**src/rtl/core/tad_pkg.sv**
```systemverilog
// Shared types, codes and constants for the threshold alarm debouncer.
package tad_pkg;

    // Request kinds
    localparam logic [1:0] KIND_TEMP  = 2'd0;
    localparam logic [1:0] KIND_MOIST = 2'd1;
    localparam logic [1:0] KIND_TICK  = 2'd2;

    // Grades and confirmed levels
    localparam logic [1:0] LVL_OK   = 2'd0;
    localparam logic [1:0] LVL_WARN = 2'd1;
    localparam logic [1:0] LVL_CRIT = 2'd2;

    // Causes
    localparam logic [1:0] WHY_CLEAR = 2'd0;
    localparam logic [1:0] WHY_THIGH = 2'd1;
    localparam logic [1:0] WHY_TLOW  = 2'd2;
    localparam logic [1:0] WHY_MLOW  = 2'd3;

    // Alarm events
    localparam logic [1:0] ALARM_NONE      = 2'd0;
    localparam logic [1:0] ALARM_WARN_BEEP = 2'd1;
    localparam logic [1:0] ALARM_CRIT      = 2'd2;
    localparam logic [1:0] ALARM_CLEAR     = 2'd3;

    // Configuration register indexes
    localparam logic [2:0] REG_TEMP_LOW_CRIT  = 3'd0;
    localparam logic [2:0] REG_TEMP_HIGH_CRIT = 3'd1;
    localparam logic [2:0] REG_TEMP_LOW_WARN  = 3'd2;
    localparam logic [2:0] REG_TEMP_HIGH_WARN = 3'd3;
    localparam logic [2:0] REG_MOIST_LOW_CRIT = 3'd4;
    localparam logic [2:0] REG_MOIST_LOW_WARN = 3'd5;
    localparam logic [2:0] REG_WARN_CONFIRM   = 3'd6;
    localparam logic [2:0] REG_CRIT_CONFIRM   = 3'd7;

    localparam logic [3:0]  CRIT_FLASH_TICKS  = 4'd5;
    localparam logic [3:0]  LCD_REFRESH_TICKS = 4'd10;
    localparam logic [3:0]  LCD_ELAPSED_MAX   = 4'd15;
    localparam logic [15:0] TIMER_MAX         = 16'hFFFF;
    localparam logic [9:0]  MOIST_MAX         = 10'd1000;

    typedef struct packed {
        logic signed [11:0] temp_low_crit;
        logic signed [11:0] temp_high_crit;
        logic signed [11:0] temp_low_warn;
        logic signed [11:0] temp_high_warn;
        logic [9:0]         moist_low_crit;
        logic [9:0]         moist_low_warn;
        logic [15:0]        warn_confirm;
        logic [15:0]        crit_confirm;
    } cfg_t;

    typedef struct packed {
        logic [1:0] temp_grade;
        logic [1:0] temp_why;
        logic [1:0] moist_grade;
        logic [1:0] moist_why;
        logic [1:0] next_level;
        logic [1:0] next_why;
    } grade_t;

    typedef struct packed {
        logic [1:0] level;
        logic [1:0] cause;
        logic [1:0] temp_grade;
        logic [1:0] moist_grade;
        logic       level_changed;
        logic [2:0] cause_flags;
        logic [1:0] alarm_code;
        logic       lcd_refresh;
        logic       flash_on;
    } result_t;

endpackage

```
**src/rtl/core/tad_grade.sv**
```systemverilog
// Threshold grading of the latest samples and selection of the candidate level.
module tad_grade (
    input  tad_pkg::cfg_t      cfg,
    input  logic               temp_present,
    input  logic signed [11:0] temp_latest,
    input  logic               moist_present,
    input  logic [9:0]         moist_latest,
    output tad_pkg::grade_t    grade
);

    always_comb begin
        grade = '0;
        grade.temp_grade  = tad_pkg::LVL_OK;
        grade.temp_why    = tad_pkg::WHY_CLEAR;
        grade.moist_grade = tad_pkg::LVL_OK;
        grade.moist_why   = tad_pkg::WHY_CLEAR;

        // First match wins, critical tests before warning tests
        if (temp_present) begin
            if (temp_latest <= cfg.temp_low_crit) begin
                grade.temp_grade = tad_pkg::LVL_CRIT;
                grade.temp_why   = tad_pkg::WHY_TLOW;
            end else if (temp_latest >= cfg.temp_high_crit) begin
                grade.temp_grade = tad_pkg::LVL_CRIT;
                grade.temp_why   = tad_pkg::WHY_THIGH;
            end else if (temp_latest <= cfg.temp_low_warn) begin
                grade.temp_grade = tad_pkg::LVL_WARN;
                grade.temp_why   = tad_pkg::WHY_TLOW;
            end else if (temp_latest >= cfg.temp_high_warn) begin
                grade.temp_grade = tad_pkg::LVL_WARN;
                grade.temp_why   = tad_pkg::WHY_THIGH;
            end
        end

        if (moist_present) begin
            if (moist_latest <= cfg.moist_low_crit) begin
                grade.moist_grade = tad_pkg::LVL_CRIT;
                grade.moist_why   = tad_pkg::WHY_MLOW;
            end else if (moist_latest <= cfg.moist_low_warn) begin
                grade.moist_grade = tad_pkg::LVL_WARN;
                grade.moist_why   = tad_pkg::WHY_MLOW;
            end
        end

        // Worst grade wins; temperature takes ties
        if (grade.temp_grade >= grade.moist_grade) begin
            grade.next_level = grade.temp_grade;
            grade.next_why   = grade.temp_why;
        end else begin
            grade.next_level = grade.moist_grade;
            grade.next_why   = grade.moist_why;
        end
        if (grade.next_level == tad_pkg::LVL_OK) begin
            grade.next_why = tad_pkg::WHY_CLEAR;
        end
    end

endmodule

```
**src/rtl/core/tad_eval.sv**
```systemverilog
// Sample store, confirmation debounce, alarm events and display pacing.
module tad_eval (
    input  logic              aclk,
    input  logic              aresetn,
    input  tad_pkg::cfg_t     cfg,
    input  logic              step,
    input  logic [1:0]        kind,
    input  logic signed [11:0] sample,
    output tad_pkg::result_t  result
);

    logic               temp_present_reg;
    logic               moist_present_reg;
    logic signed [11:0] temp_latest_reg;
    logic [9:0]         moist_latest_reg;
    logic [1:0]         level_reg, level_next;
    logic [1:0]         cause_reg, cause_next;
    logic               warn_pending_reg, warn_pending_next;
    logic [15:0]        warn_elapsed_reg, warn_elapsed_next;
    logic               crit_pending_reg, crit_pending_next;
    logic [15:0]        crit_elapsed_reg, crit_elapsed_next;
    logic [3:0]         lcd_elapsed_reg, lcd_elapsed_next;
    logic               flash_phase_reg, flash_phase_next;

    tad_pkg::grade_t    grade;
    logic [9:0]         moist_clamped;
    logic               changed;
    logic [3:0]         lcd_count;

    tad_grade u_grade (
        .cfg           (cfg),
        .temp_present  (temp_present_reg),
        .temp_latest   (temp_latest_reg),
        .moist_present (moist_present_reg),
        .moist_latest  (moist_latest_reg),
        .grade         (grade)
    );

    always_comb begin
        if (sample < 12'sd0) begin
            moist_clamped = '0;
        end else if (sample > $signed({2'b00, tad_pkg::MOIST_MAX})) begin
            moist_clamped = tad_pkg::MOIST_MAX;
        end else begin
            moist_clamped = sample[9:0];
        end
    end

    always_comb begin
        level_next         = level_reg;
        cause_next         = cause_reg;
        warn_pending_next  = warn_pending_reg;
        warn_elapsed_next  = warn_elapsed_reg;
        crit_pending_next  = crit_pending_reg;
        crit_elapsed_next  = crit_elapsed_reg;
        lcd_elapsed_next   = lcd_elapsed_reg;
        flash_phase_next   = flash_phase_reg;
        changed            = 1'b0;
        lcd_count          = lcd_elapsed_reg;
        result             = '0;

        // Age running timers first
        if (warn_pending_reg && warn_elapsed_reg != tad_pkg::TIMER_MAX) begin
            warn_elapsed_next = warn_elapsed_reg + 16'd1;
        end
        if (crit_pending_reg && crit_elapsed_reg != tad_pkg::TIMER_MAX) begin
            crit_elapsed_next = crit_elapsed_reg + 16'd1;
        end

        if (grade.next_level != level_reg) begin
            if (grade.next_level == tad_pkg::LVL_WARN) begin
                if (!warn_pending_reg) begin
                    warn_pending_next = 1'b1;
                    warn_elapsed_next = '0;
                end
                if (warn_elapsed_next >= cfg.warn_confirm) begin
                    level_next        = grade.next_level;
                    cause_next        = grade.next_why;
                    changed           = 1'b1;
                    warn_pending_next = 1'b0;
                    warn_elapsed_next = '0;
                end
            end else if (grade.next_level == tad_pkg::LVL_CRIT) begin
                if (!crit_pending_reg) begin
                    crit_pending_next = 1'b1;
                    crit_elapsed_next = '0;
                end
                if (crit_elapsed_next >= cfg.crit_confirm) begin
                    level_next        = grade.next_level;
                    cause_next        = grade.next_why;
                    changed           = 1'b1;
                    crit_pending_next = 1'b0;
                    crit_elapsed_next = '0;
                end
            end else begin
                // Back to ok at once; drop both timers
                level_next        = grade.next_level;
                cause_next        = grade.next_why;
                changed           = 1'b1;
                warn_pending_next = 1'b0;
                warn_elapsed_next = '0;
                crit_pending_next = 1'b0;
                crit_elapsed_next = '0;
            end
        end else begin
            if (grade.next_level == tad_pkg::LVL_WARN) begin
                if (!warn_pending_reg) begin
                    warn_pending_next = 1'b1;
                    warn_elapsed_next = '0;
                end
            end else begin
                warn_pending_next = 1'b0;
                warn_elapsed_next = '0;
            end
            if (grade.next_level == tad_pkg::LVL_CRIT) begin
                if (!crit_pending_reg) begin
                    crit_pending_next = 1'b1;
                    crit_elapsed_next = '0;
                end
            end else begin
                crit_pending_next = 1'b0;
                crit_elapsed_next = '0;
            end
        end

        if (lcd_elapsed_reg != tad_pkg::LCD_ELAPSED_MAX) begin
            lcd_count = lcd_elapsed_reg + 4'd1;
        end
        lcd_elapsed_next = lcd_count;
        if (level_next == tad_pkg::LVL_CRIT) begin
            if (lcd_count >= tad_pkg::CRIT_FLASH_TICKS) begin
                flash_phase_next   = ~flash_phase_reg;
                result.lcd_refresh = 1'b1;
                lcd_elapsed_next   = '0;
            end
        end else if (lcd_count >= tad_pkg::LCD_REFRESH_TICKS) begin
            flash_phase_next   = 1'b0;
            result.lcd_refresh = 1'b1;
            lcd_elapsed_next   = '0;
        end

        result.level         = level_next;
        result.cause         = cause_next;
        result.temp_grade    = grade.temp_grade;
        result.moist_grade   = grade.moist_grade;
        result.level_changed = changed;
        result.flash_on      = (level_next == tad_pkg::LVL_CRIT) ? flash_phase_next : 1'b0;
        result.alarm_code    = tad_pkg::ALARM_NONE;
        if (changed) begin
            if (level_reg == tad_pkg::LVL_CRIT && level_next != tad_pkg::LVL_CRIT) begin
                result.alarm_code = tad_pkg::ALARM_CLEAR;
            end else if (level_next == tad_pkg::LVL_CRIT) begin
                result.alarm_code = tad_pkg::ALARM_CRIT;
            end else if (level_next == tad_pkg::LVL_WARN) begin
                result.alarm_code = tad_pkg::ALARM_WARN_BEEP;
            end
            if (grade.temp_grade != tad_pkg::LVL_OK) begin
                result.cause_flags[0] = (grade.temp_why == tad_pkg::WHY_THIGH);
                result.cause_flags[1] = (grade.temp_why == tad_pkg::WHY_TLOW);
            end
            result.cause_flags[2] = (grade.moist_grade != tad_pkg::LVL_OK);
        end
    end

    always_ff @(posedge aclk) begin
        if (!aresetn) begin
            temp_present_reg  <= 1'b0;
            moist_present_reg <= 1'b0;
            temp_latest_reg   <= '0;
            moist_latest_reg  <= '0;
            level_reg         <= tad_pkg::LVL_OK;
            cause_reg         <= tad_pkg::WHY_CLEAR;
            warn_pending_reg  <= 1'b0;
            warn_elapsed_reg  <= '0;
            crit_pending_reg  <= 1'b0;
            crit_elapsed_reg  <= '0;
            lcd_elapsed_reg   <= tad_pkg::LCD_ELAPSED_MAX;
            flash_phase_reg   <= 1'b0;
        end else if (step) begin
            case (kind)
                tad_pkg::KIND_TEMP: begin
                    temp_latest_reg  <= sample;
                    temp_present_reg <= 1'b1;
                end
                tad_pkg::KIND_MOIST: begin
                    moist_latest_reg  <= moist_clamped;
                    moist_present_reg <= 1'b1;
                end
                tad_pkg::KIND_TICK: begin
                    level_reg        <= level_next;
                    cause_reg        <= cause_next;
                    warn_pending_reg <= warn_pending_next;
                    warn_elapsed_reg <= warn_elapsed_next;
                    crit_pending_reg <= crit_pending_next;
                    crit_elapsed_reg <= crit_elapsed_next;
                    lcd_elapsed_reg  <= lcd_elapsed_next;
                    flash_phase_reg  <= flash_phase_next;
                end
                default: begin
                    // Unused kind: hold everything
                end
            endcase
        end
    end

endmodule

```
**src/rtl/core/threshold_alarm_debouncer.sv**
```systemverilog
// Top level: configuration registers, request register, evaluation and result register.
//
// The block takes temperature samples, moisture samples and evaluation ticks on one
// valid/ready channel and answers every tick with one result; samples and the unused
// kind give none. A request is taken into an input register, evaluated by one pass of
// compare and counter logic, and a tick's result lands in an output register, so a
// request can be accepted every clock cycle unless a tick waits for room in the result
// register. A waiting result stalls the next tick and every request behind it; samples
// ahead of that tick keep flowing. Thresholds and confirm counts are written through the
// cfg_wr port; the user must write them only while no request is in flight, as the block
// does not enforce it. They come out of reset at their defaults.
module threshold_alarm_debouncer (
    input  logic               aclk,
    input  logic               aresetn,

    input  logic               cfg_wr_en,
    input  logic [2:0]         cfg_wr_index,
    input  logic [15:0]        cfg_wr_data,

    input  logic               s_valid,
    output logic               s_ready,
    input  logic [1:0]         s_kind,
    input  logic signed [11:0] s_sample,

    output logic               m_valid,
    input  logic               m_ready,
    output logic [1:0]         m_level,
    output logic [1:0]         m_cause,
    output logic [1:0]         m_temp_grade,
    output logic [1:0]         m_moist_grade,
    output logic               m_level_changed,
    output logic [2:0]         m_cause_flags,
    output logic [1:0]         m_alarm_code,
    output logic               m_lcd_refresh,
    output logic               m_flash_on
);

    tad_pkg::cfg_t      cfg_reg;
    logic               in_valid_reg;
    logic [1:0]         in_kind_reg;
    logic signed [11:0] in_sample_reg;
    logic               out_valid_reg;
    tad_pkg::result_t   out_reg;
    tad_pkg::result_t   result;
    logic               out_free;
    logic               advance;

    always_ff @(posedge aclk) begin
        if (!aresetn) begin
            cfg_reg.temp_low_crit  <= 12'sd32;
            cfg_reg.temp_high_crit <= 12'sd560;
            cfg_reg.temp_low_warn  <= 12'sd80;
            cfg_reg.temp_high_warn <= 12'sd480;
            cfg_reg.moist_low_crit <= 10'd150;
            cfg_reg.moist_low_warn <= 10'd300;
            cfg_reg.warn_confirm   <= 16'd50;
            cfg_reg.crit_confirm   <= 16'd20;
        end else if (cfg_wr_en) begin
            unique case (cfg_wr_index)
                tad_pkg::REG_TEMP_LOW_CRIT:  cfg_reg.temp_low_crit  <= cfg_wr_data[11:0];
                tad_pkg::REG_TEMP_HIGH_CRIT: cfg_reg.temp_high_crit <= cfg_wr_data[11:0];
                tad_pkg::REG_TEMP_LOW_WARN:  cfg_reg.temp_low_warn  <= cfg_wr_data[11:0];
                tad_pkg::REG_TEMP_HIGH_WARN: cfg_reg.temp_high_warn <= cfg_wr_data[11:0];
                tad_pkg::REG_MOIST_LOW_CRIT: cfg_reg.moist_low_crit <= cfg_wr_data[9:0];
                tad_pkg::REG_MOIST_LOW_WARN: cfg_reg.moist_low_warn <= cfg_wr_data[9:0];
                tad_pkg::REG_WARN_CONFIRM:   cfg_reg.warn_confirm   <= cfg_wr_data;
                tad_pkg::REG_CRIT_CONFIRM:   cfg_reg.crit_confirm   <= cfg_wr_data;
                default: begin
                end
            endcase
        end
    end

    // A tick needs room in the result register; other kinds never wait
    assign out_free = !out_valid_reg || m_ready;
    assign advance  = in_valid_reg && (in_kind_reg != tad_pkg::KIND_TICK || out_free);
    assign s_ready  = !in_valid_reg || advance;

    always_ff @(posedge aclk) begin
        if (!aresetn) begin
            in_valid_reg <= 1'b0;
        end else if (s_ready) begin
            in_valid_reg <= s_valid;
        end
    end

    always_ff @(posedge aclk) begin
        if (s_ready && s_valid) begin
            in_kind_reg   <= s_kind;
            in_sample_reg <= s_sample;
        end
    end

    tad_eval u_eval (
        .aclk    (aclk),
        .aresetn (aresetn),
        .cfg     (cfg_reg),
        .step    (advance),
        .kind    (in_kind_reg),
        .sample  (in_sample_reg),
        .result  (result)
    );

    always_ff @(posedge aclk) begin
        if (!aresetn) begin
            out_valid_reg <= 1'b0;
        end else if (advance && in_kind_reg == tad_pkg::KIND_TICK) begin
            out_valid_reg <= 1'b1;
        end else if (m_ready) begin
            out_valid_reg <= 1'b0;
        end
    end

    always_ff @(posedge aclk) begin
        if (advance && in_kind_reg == tad_pkg::KIND_TICK) begin
            out_reg <= result;
        end
    end

    assign m_valid         = out_valid_reg;
    assign m_level         = out_reg.level;
    assign m_cause         = out_reg.cause;
    assign m_temp_grade    = out_reg.temp_grade;
    assign m_moist_grade   = out_reg.moist_grade;
    assign m_level_changed = out_reg.level_changed;
    assign m_cause_flags   = out_reg.cause_flags;
    assign m_alarm_code    = out_reg.alarm_code;
    assign m_lcd_refresh   = out_reg.lcd_refresh;
    assign m_flash_on      = out_reg.flash_on;

endmodule
```
**config.mk**
```make
export PLATFORM = sky130hd
export DESIGN_NAME = threshold_alarm_debouncer
export DESIGN_NICKNAME = d
export VERILOG_FILES = /design/src/rtl/core/tad_pkg.sv /design/src/rtl/core/tad_grade.sv /design/src/rtl/core/tad_eval.sv /design/src/rtl/core/threshold_alarm_debouncer.sv
export SDC_FILE = /design/constraint.sdc
export NUM_CORES = 1
export LEC_CHECK = 0
export ABC_AREA = 0
export BUFFER_PORTS_ARGS = -buffer_cell sky130_fd_sc_hd__buf_2
export CORE_MARGIN = 2
export CORE_UTILIZATION = 56
export CTS_CLUSTER_SIZE = 10
export DETAILED_ROUTE_END_ITERATION = 8
export PLACE_DENSITY = 0.8
export SETUP_SLACK_MARGIN = 0.5
export SLEW_MARGIN = 20
export SYNTH_ARGS = -nofsm -noshare
export SYNTH_HDL_FRONTEND = slang
export SYNTH_SLANG_ARGS = --single-unit
```
**constraint.sdc**
```tcl
create_clock -name aclk -period 4.3 [get_ports aclk]
set_input_delay 0.86 -clock aclk [delete_from_list [all_inputs] [get_ports aclk]]
set_output_delay 0.86 -clock aclk [all_outputs]
set_load 0.02 [all_outputs]
```
==> results of run 1 <==
## cell type report
cell class	instances	area, um2
Fill cell	1427	6190
Sequential cell	199	4320
Timing Repair Buffer	130	925
Antenna cell	2	5.00
Multi-Input combinational cell	983	6640
Tap cell	265	332
Inverter	123	463
Clock inverter	12	140
Clock buffer	20	447
## logic make-up (layout without fill, tap and decap cells)
group	after synthesis	after routing	synth area share (%)
xor+xnor	52	52	4.09
mux	13	13	1.24
compound gates	287	287	16.8
flops	199	199	38.5
buf+inv	180	285	6.33
fa+ha+maj	108	108	12.1
simple gates	523	523	21.0
other cells	0	2	0
## placed cells by master, fill, tap and decap left out, drive strengths merged, types with 5 or more instances in the layout
cell	count
ha	108
nor2	105
o211ai	28
a22oi	6
clkinv	6
o21ai	27
edfxtp	30
a21o	24
clkbuf	20
inv	126
nand4	20
a21boi	5
nand2b	12
and4	5
and2	12
dfxtp	169
nand2	266
a211oi	9
nor2b	9
o21a	8
or3	12
nor3	22
mux2i	10
a21oi	141
nand3	33
xnor2	27
and3	15
xor2	25
buf	130
## power by group
group | leakage (nW) | internal [mW] | switching (mW) | total (mW)
Combinational | 3.36 | 0.162 | 0.247 | 0.409
Clock | 0.287 | 0.886 | 0.751 | 1.64
Sequential | 1.66 | 1.92 | 0.0291 | 1.95
Total | 5.31 | 2.97 | 1.03 | 4.00
## metal layers
metal | global-route usage, % | vias up | share of wire (%)
li1 | - | 4811 | -
met1 | 33.6 | 4729 | 40
met5 | 0 | - | 0.089
met4 | 12.7 | 4 | 3.8
met2 | 46.4 | 440 | 48
met3 | 5.53 | 103 | 7.7
## path summary, 6_finish.rpt
kind              cells past startpoint                      start                to
setup / recovery                     17  u_eval.temp_latest_reg[2]  m_cause_flags[0]
hold / removal                        2                cfg_reg[92]       cfg_reg[92]
setup reg to reg                     17  u_eval.temp_latest_reg[2]  m_cause_flags[0]
hold reg to reg                       2                cfg_reg[92]       cfg_reg[92]
## worst max-delay path: cells and delay by family (launching register included)
family | cells | cell delay, ns
compound gates | 7 | 1.60
flops | 1 | 0.36
simple gates | 5 | 0.72
mux | 1 | 0.34
buf+inv | 2 | 0.33
fa+ha+maj | 2 | 0.51
## metrics by stage
stage	hold WS, ns	setup TNS (ns)	worst slack [ns]	instance area [um2]	power (mW)
global placement	0.443	0	0.0619	11700	2.31
finish	0.457	0	0.218	13300	4.00
CTS	0.456	0	0.360	12900	3.96
detailed placement	0.446	-0.0357	-0.0188	11700	2.32
floorplan	0.435	0	0.257	11300	2.22
global route	0.474	0	0.134	13300	4.11
## repair_timing
item | CTS | global route
pin swaps | 29 | 38
cloned | 1 | 0
setup endpoints to repair | 55 | 55
resized for setup | 54 | 61
buffers inserted | 41 | 16
==> results by group, run 1 <==
Run status
  – Outcome: finished clean

Clock tree
  – Max H-tree Level: 4
  – CTS tree: built
  – Clock Path Buffers: 2
  – Clock-pin slew on the worst setup and hold paths: 0.07 ns
  – Root Driver: clkbuf_16
  – Post-cts hold buffer count: 0
  – Clock Latency Late Sink: 0.44 ns
  – CTS Buf Count: 17
  – Clock sink count: 199

Logic synthesis
  – Asr flop ratio synth: 0%
  – Yosys top cell by area: dfxtp_1
  – Mapped Cells: 1,362
  – Unique masters post-synth: 70
  – Seq/Total Area, Yosys: 38.5%
  – Post-Syn Area per Cell: 8.18 um2
  – #FFs+latches synth: 199
  – Top post-synthesis cells by count: nand2_1 (266), dfxtp_1 (169), a21oi_1 (141)
  – Prevailing post-synth register cell: dfxtp_1
  – Cell with the most instances after synthesis: nand2_1
  – Synth top area share: 30.4%
  – Yosys warns: 0
  – Top cells by area, synth: dfxtp_1 (30%), ha_1 (12%), nand2_1 (9.0%), edfxtp_1 (8.1%), a21oi_1 (6.3%)
  – Synth Cell Area: 11,100 um2
  – Number of enable flip-flop cells after synthesis: 30
  – Syn Nets: 1,508

Worst setup path
  – Worst EP required: 4.54 ns
  – Worst path arrival time: 4.32 ns
  – Worst Path Max Fanout: 5
  – Worst Setup End Kind: flop
  – CP Launch Type: flop
  – Crit-path cells: ha_4 -> and3_4 -> a221o_1 -> a221oi_2 -> mux2_4 -> and3_4 -> nand2b_4 -> ha_4 -> a21oi_4 -> nor2_4 -> nor2_4 -> a32oi_4 -> buf_6 -> o21ai_2 -> a21o_4 -> buf_4 -> a2111oi_4
  – Reg2reg setup slack: 0.22 ns
  – Crit-path max cell delay: 0.37 ns
  – Setup CP Type: reg -> reg
  – Worst path slowest cell: a32oi_4

STA
  – Slew @ Worst Pin: 1.09 ns
  – Final setup fails: 0
  – Max Clk Rate: 0.245 GHz
  – Clock Skews: 0.00665 ns
  – Final Hold Violating Endpoints: 0
  – Fin crit share: 94.9%
  – RSZ-0062 raised after global routing: true
  – Slew margin rel.: 26.9%
  – Final Slew Violations: 0
  – Min Tclk post-route: 4.08 ns

Layout
  – Share of cells above drive strength 1: 19.1%
  – Final Non-Filler Cells: 1,734
  – Area growth, synth to finish: 19.1%
  – # nets final: 1,600
  – Final Util: 68.2%
  – Max FFs per register: 100

Floorplan
  – Die span in y: 145 um
  – Num rows: 51
  – Initial Util: 57.2%
  – IO Count: 56
  – Die area: 21,000 um2
  – Die X: 145 um
  – Core ar.: 19,500 um2

Placement
  – # placed instances: 1,642
  – # port buffers: 55
  – GPL Wtd Cong: 0.952
  – Post-DP HPWL: 19,400 um

Global route
  – Vias in the first global route: 9,880
  – Initial antenna violation count: 3
  – Largest net degree at the start of global routing: 109
  – First-pass GRT wire length: 47,200 um
  – GRT Util Overall: 27.4%
  – Remaining Overflow, GRT: 0

Min path
  – Hold Crit Class: reg -> reg

Route
  – Via density: 5.82
  – First drt pass iteration count: 5
  – Final wirelength: 30,500 um
  – Via count: 10,100
  – Post-DRT Antenna Nets: 0
  – DRC viols: 0
  – 1st-iter DRT viols: 758
  – WL per Instance: 17.6 um

Power and ir drop
  – Leak: 5.31 nW
  – PwrDens: 301 nW/um2
  – Maximum vdd ir drop: 281 uV

Job
  – MaxCap Viol Count: 0
(Power assumes the default switching activity.)
==> run 2, diff against run 1 <==
- CAP_MARGIN: default -> 20
- RECOVER_POWER: default -> 100
==> run 2 against run 1 <==
Against the previous run:
- the flow now finishes with violations (capacitance limit, slew limit)
- utilization is 0.46 points lower
- final cell count stayed put
- via count stayed put
- critical endpoint unchanged
- critical path type unchanged
- worst hold slack is essentially flat
- critical path depth is the same
==> results by group, run 2 (synthesis results as in run 1) <==
Run status
  – Outcome: finished, violations left
  – Failing checks: capacitance limit, slew limit

Route
  – Via count: 10,100
  – Post-DRT Antenna Nets: 0
  – Final wirelength: 30,600 um
  – 1st-iter DRT viols: 800
  – WL per Instance: 17.6 um
  – First drt pass iteration count: 5
  – Via density: 5.82
  – DRC viols: 0

Min path
  – Hold Path Depth: 2
  – Hold endpoint: cfg_reg[92]
  – Hold Crit Class: reg -> reg
  – Min-Delay Startpoint: cfg_reg[92]

Placement
  – GPL Wtd Cong: 0.952
  – # port buffers: 55
  – Post-DP HPWL: 19,400 um
  – # placed instances: 1,642
  – Placed Area: 11,700 um2

STA
  – Hold_ws: 0.456 ns
  – Final Slew Violations: 159
  – Slew margin rel.: -54.5%
  – Slew @ Worst Pin: 2.32 ns
  – Max Clk Rate: 0.244 GHz
  – RSZ-0062 raised after global routing: true
  – Final Hold Violating Endpoints: 0
  – Fin crit share: 95.3%
  – Min Tclk post-route: 4.10 ns
  – Final setup fails: 0
  – Clock Skews: 0.00850 ns

Worst setup path
  – Setup CP Type: reg -> reg
  – R2R depth: 17
  – Worst EP required: 4.54 ns
  – FF-to-FF End: m_cause_flags[0]
  – CP Launch Type: flop
  – Reg2reg setup slack: 0.20 ns
  – Worst Setup End Kind: flop
  – Worst path arrival time: 4.33 ns
  – Worst Path Max Fanout: 5
  – Worst reg2reg path startpoint: u_eval.temp_latest_reg[1]

Layout
  – Share of cells above drive strength 1: 16.9%
  – Final Util: 67.7%
  – # nets final: 1,600
  – Fillcell total: 1,463
  – Multi-input logic area: 6620 um2
  – Final Non-Filler Cells: 1,734
  – Commonest non-fill, non-tap cell in the layout: nand2_1
  – Register area: 4320 um2
  – Final instance area: 13,200 um2
  – Max FFs per register: 100
  – Area growth, synth to finish: 18.3%
  – Most frequent cells in the layout: nand2_1 (263), dfxtp_1 (149), a21oi_1 (134), inv_1 (116), ha_1 (97)

Clock tree
  – Clock sink count: 199
  – CTS Buf Count: 17
  – Max H-tree Level: 4
  – CTS tree: built
  – Clock Path Buffers: 2
  – Clock-pin slew on the worst setup and hold paths: 0.07 ns
  – Post-cts hold buffer count: 0
  – Root Driver: clkbuf_16
  – Clock Latency Late Sink: 0.44 ns

Floorplan
  – Initial Util: 57.2%
  – IO Count: 56
  – Die span in y: 145 um
  – Num rows: 51
  – Core ar.: 19,500 um2
  – Die X: 145 um
  – Die area: 21,000 um2

Global route
  – Largest net degree at the start of global routing: 109
  – GRT Util Overall: 27.4%
  – Initial antenna violation count: 1
  – First-pass GRT wire length: 47,200 um
  – Remaining Overflow, GRT: 0
  – Vias in the first global route: 9,880

Power and ir drop
  – Overall Power: 3.99 mW
  – Maximum vdd ir drop: 281 uV
  – Leak: 5.22 nW
  – PwrDens: 303 nW/um2

Job
  – MaxCap Viol Count: 3
## run 2: cell types whose count changed in the layout (fill, tap and decap cells not counted), moves of 2 or more
cell	delta
clkbuf_1	+26
buf_6	-3
buf_2	-20
clkbuf_2	+4
nor2_1	+2
nor2_2	-2
buf_4	-8
## run 2: area by class of cell
class,count,share of cell area (%)
Sequential cell,199,32.8
Antenna cell,2,0.0380
Clock inverter,12,1.06
Clock buffer,20,3.39
Inverter,123,3.51
Timing Repair Buffer,130,6.49
Tap cell,265,2.52
Multi-Input combinational cell,983,50.2
## run 2: worst max path at each step
stage	startpoint	endpoint	cells after the start
after detailed placement	u_eval.crit_elapsed_reg[7]	m_cause[1]	15
after global routing	cfg_reg[78]	u_eval.lcd_elapsed_reg[3]	18
after floorplan	u_eval.temp_latest_reg[1]	m_cause[0]	16
after CTS	cfg_reg[77]	m_cause[1]	17
after global placement	u_eval.crit_elapsed_reg[7]	m_cause[1]	15
final	u_eval.temp_latest_reg[1]	m_cause_flags[0]	17
## run 2: stage by stage
step | TNS [ns] | worst slack [ns]
2_1_floorplan | 0 | 0.257
3_3_place_gp | 0 | 0.0619
3_5_place_dp | -0.0357 | -0.0188
4_1_cts | 0 | 0.360
5_1_grt | 0 | 0.0954
6_report | 0 | 0.201
## run 2: per-layer routing
metal / up-vias / track usage, % / share of wire (%)
li1: 4824 / - / -
met1: 4735 / 33.6 / 40
met2: 416 / 46.4 / 48
met3: 112 / 5.53 / 7.6
met4: 0 / 12.7 / 4.3
met5: - / 0 / 0
## run 2: timing repair
action                                  CTS  global route
pin swaps                                29            38
endpoints found under the setup margin   55            55
hold endpoints to repair                  0             0
cloned                                    1             0
gates resized for setup                  54            61
buffers inserted                         41            16
## run 2: critical path: stages (launching register included)
cell and delay [ns]:
dfxtp_4 0.37, ha_4 0.23, and3_4 0.17, a221o_1 0.32
a221oi_2 0.31, mux2_1 0.39, and3_4 0.18, nand2b_4 0.15
ha_4 0.27, a21oi_4 0.03, nor2_4 0.16, nor2_4 0.07
a32oi_4 0.37, buf_6 0.17, o21ai_2 0.08, a21o_4 0.25
buf_4 0.15, a2111oi_4 0.22
## run 2: power breakdown
part | switching [mW] | internal, mW
Clock | 0.750 | 0.885
Sequential | 0.0294 | 1.92
Combinational | 0.246 | 0.156
==> run 3, diff against run 2 <==
- ABC_CLOCK_PERIOD_IN_PS: default -> 4300
- GPL_ROUTABILITY_DRIVEN: default -> 0
- SYNTH_HIERARCHICAL: default -> 1
==> run 3 against run 2 <==
Against the previous run:
- the flow finishes with violations (capacitance limit, slew limit, setup timing)
- wire length up 2.6%
- critical path depth up 3
- sequential power about the same
- synthesized cell count down 4.5%
- global-route usage up 0.83 points
- critical path type unchanged
- critical endpoint is now m_cause[1]
==> results by group, run 3 <==
Run status
  – Outcome: finished, violations left
  – Failing checks: capacitance limit, slew limit, setup timing

STA
  – Min Tclk post-route: 4.76 ns
  – Fin crit share: 111%
  – Max Clk Rate: 0.210 GHz
  – Slew @ Worst Pin: 2.64 ns
  – Final setup fails: 51
  – Final Slew Violations: 127
  – Final worst setup slack: -0.456 ns
  – Setup TNS: -16.44 ns
  – Final Hold Violating Endpoints: 0
  – RSZ-0062 raised after global routing: true
  – Slew margin rel.: -76.2%
  – Hold_ws: 0.462 ns
  – Clock Skews: 0.00965 ns

Clock tree
  – Post-cts hold buffer count: 0
  – Clock Latency Late Sink: 0.45 ns
  – Root Driver: clkbuf_16
  – Clock Path Buffers: 2
  – Clock-pin slew on the worst setup and hold paths: 0.08 ns
  – CTS tree: built
  – Max H-tree Level: 4
  – CTS Buf Count: 17
  – Clock sink count: 199

Route
  – Met2 wire len: 14,700 um
  – Final wirelength: 31,400 um
  – WL per Instance: 18.4 um
  – Via count: 10,100
  – Metal-1 WL: 13,300 um
  – Via density: 5.90
  – First drt pass iteration count: 5
  – DRC viols: 0
  – 1st-iter DRT viols: 797
  – Top Layer Used: met4
  – Detail Route met3 WL: 2180 um
  – Post-DRT Antenna Nets: 0

Worst setup path
  – Critical Path Sink: m_cause[1]
  – Setup CP Type: reg -> reg
  – Worst path slowest cell: or3_4
  – Buf/Inv on CP: 4
  – Crit-path cells: inv_1 -> ha_1 -> nand3_1 -> a21boi_0 -> o21bai_1 -> a32oi_2 -> o21ba_4 -> or4_4 -> ha_4 -> inv_2 -> a21oi_2 -> nor2_2 -> or4_4 -> o21ai_2 -> buf_6 -> inv_4 -> nand2_2 -> nor2_1 -> or3_4 -> mux2_4
  – Crit-path max cell delay: 0.46 ns
  – Worst Setup SP: cfg_reg[57]
  – Worst path arrival time: 4.96 ns
  – Worst reg2reg path startpoint: cfg_reg[57]
  – CP Launch Type: flop
  – Worst EP required: 4.50 ns
  – R2R depth: 20
  – WP depth: 20
  – Crit path max-delay family: simple AND/OR/NAND/NOR gates
  – FF-to-FF End: m_cause[1]
  – Cell mode on critical path: or4_4
  – Worst Path Max Fanout: 5
  – Reg2reg setup slack: -0.46 ns
  – Worst Setup End Kind: flop

Global route
  – Largest net degree at the start of global routing: 66
  – GRT Util Overall: 28.2%
  – Initial antenna violation count: 0
  – First-pass GRT wire length: 48,700 um
  – Vias in the first global route: 9,851
  – Remaining Overflow, GRT: 0

Power and ir drop
  – Maximum vdd ir drop: 285 uV
  – PwrDens: 292 nW/um2
  – Leak: 6.04 nW

Layout
  – Commonest non-fill, non-tap cell in the layout: nand2_1
  – # nets final: 1,567
  – Share of cells above drive strength 1: 18.4%
  – Final Non-Filler Cells: 1,705
  – Final Util: 67.8%
  – Max FFs per register: 100
  – Area growth, synth to finish: 19.3%
  – Most frequent cells in the layout: nand2_1 (174), dfxtp_1 (158), inv_1 (105), mux2i_1 (105), ha_1 (99)
  – Final instance area: 13,700 um2
  – Ant. Diodes: 0

Job
  – MaxCap Viol Count: 3

Floorplan
  – IO Count: 56
  – Die span in y: 147 um
  – Die area: 21,600 um2
  – Num rows: 52
  – Initial Util: 56.8%
  – Core ar.: 20,200 um2
  – Die X: 147 um

Logic synthesis
  – Synth Cell Area: 11,500 um2
  – Yosys warns: 6
  – Post-Syn Area per Cell: 8.81 um2
  – Mapped Cells: 1,301
  – Syn Nets: 1,446

Placement
  – # port buffers: 55
  – Post-DP HPWL: 21,000 um
  – # placed instances: 1,655
  – Placed Area: 12,500 um2

Min path
  – Hold Crit Class: reg -> reg
[run 3: metrics by stage]
| step | power, mW | setup WS, ns |
|---|---|---|
| 3_5_place_dp | 2.32 | -0.551 |
| 2_1_floorplan | 2.20 | -0.229 |
| 6_report | 3.99 | -0.456 |
| 4_1_cts | 3.98 | -0.302 |
| 5_1_grt | 4.10 | -0.602 |
| 3_3_place_gp | 2.31 | -0.373 |
[run 3: area by class of cell]
cell class                      count  area (um2)
Inverter                          115         434
Tap cell                          270         338
Timing Repair Buffer              158        1090
Sequential cell                   199        4300
Multi-Input combinational cell    931        6900
Clock buffer                       18         429
Fill cell                        1516        6490
Clock inverter                     14         180
[run 3: power breakdown]
group          total (mW)  internal (mW)  switching [mW]
registers            1.95           1.92          0.0282
logic               0.381          0.156           0.226
clock network        1.66          0.842           0.817
total                3.99           2.92            1.07
[run 3: routing by layer]
metal  GRT usage (%)  vias up
met5               0        -
met4            13.6        0
met3            5.12       96
met2            46.8      402
met1            35.7     4813
li1                -     4745
[run 3: repair_timing]
item | in CTS | in global routing
gates resized for setup | 54 | 44
buffers inserted | 8 | 7
cloned | 1 | 1
setup endpoints to repair | 55 | 55
pin swaps | 23 | 27
[run 3: worst min-delay path by stage]
stage	start	to	slack [ns]	cells past startpoint
after floorplan	u_eval/cause_reg[0]	u_eval/cause_reg[0]	0.43	2
after global placement	cfg_reg[66]	cfg_reg[66]	0.44	2
after detailed placement	u_eval/temp_latest_reg[0]	u_eval/temp_latest_reg[0]	0.45	2
after CTS	cfg_reg[61]	cfg_reg[61]	0.46	2
after global routing	cfg_reg[61]	cfg_reg[61]	0.48	2
final	cfg_reg[61]	cfg_reg[61]	0.46	2
[run 3: worst register-to-register path: cells and delay by family (launching register included)]
family	cells	cell delay, ns
simple gates	7	1.75
compound gates	6	1.23
fa+ha+maj	2	0.62
flops	1	0.35
mux	1	0.31
buf+inv	4	0.26
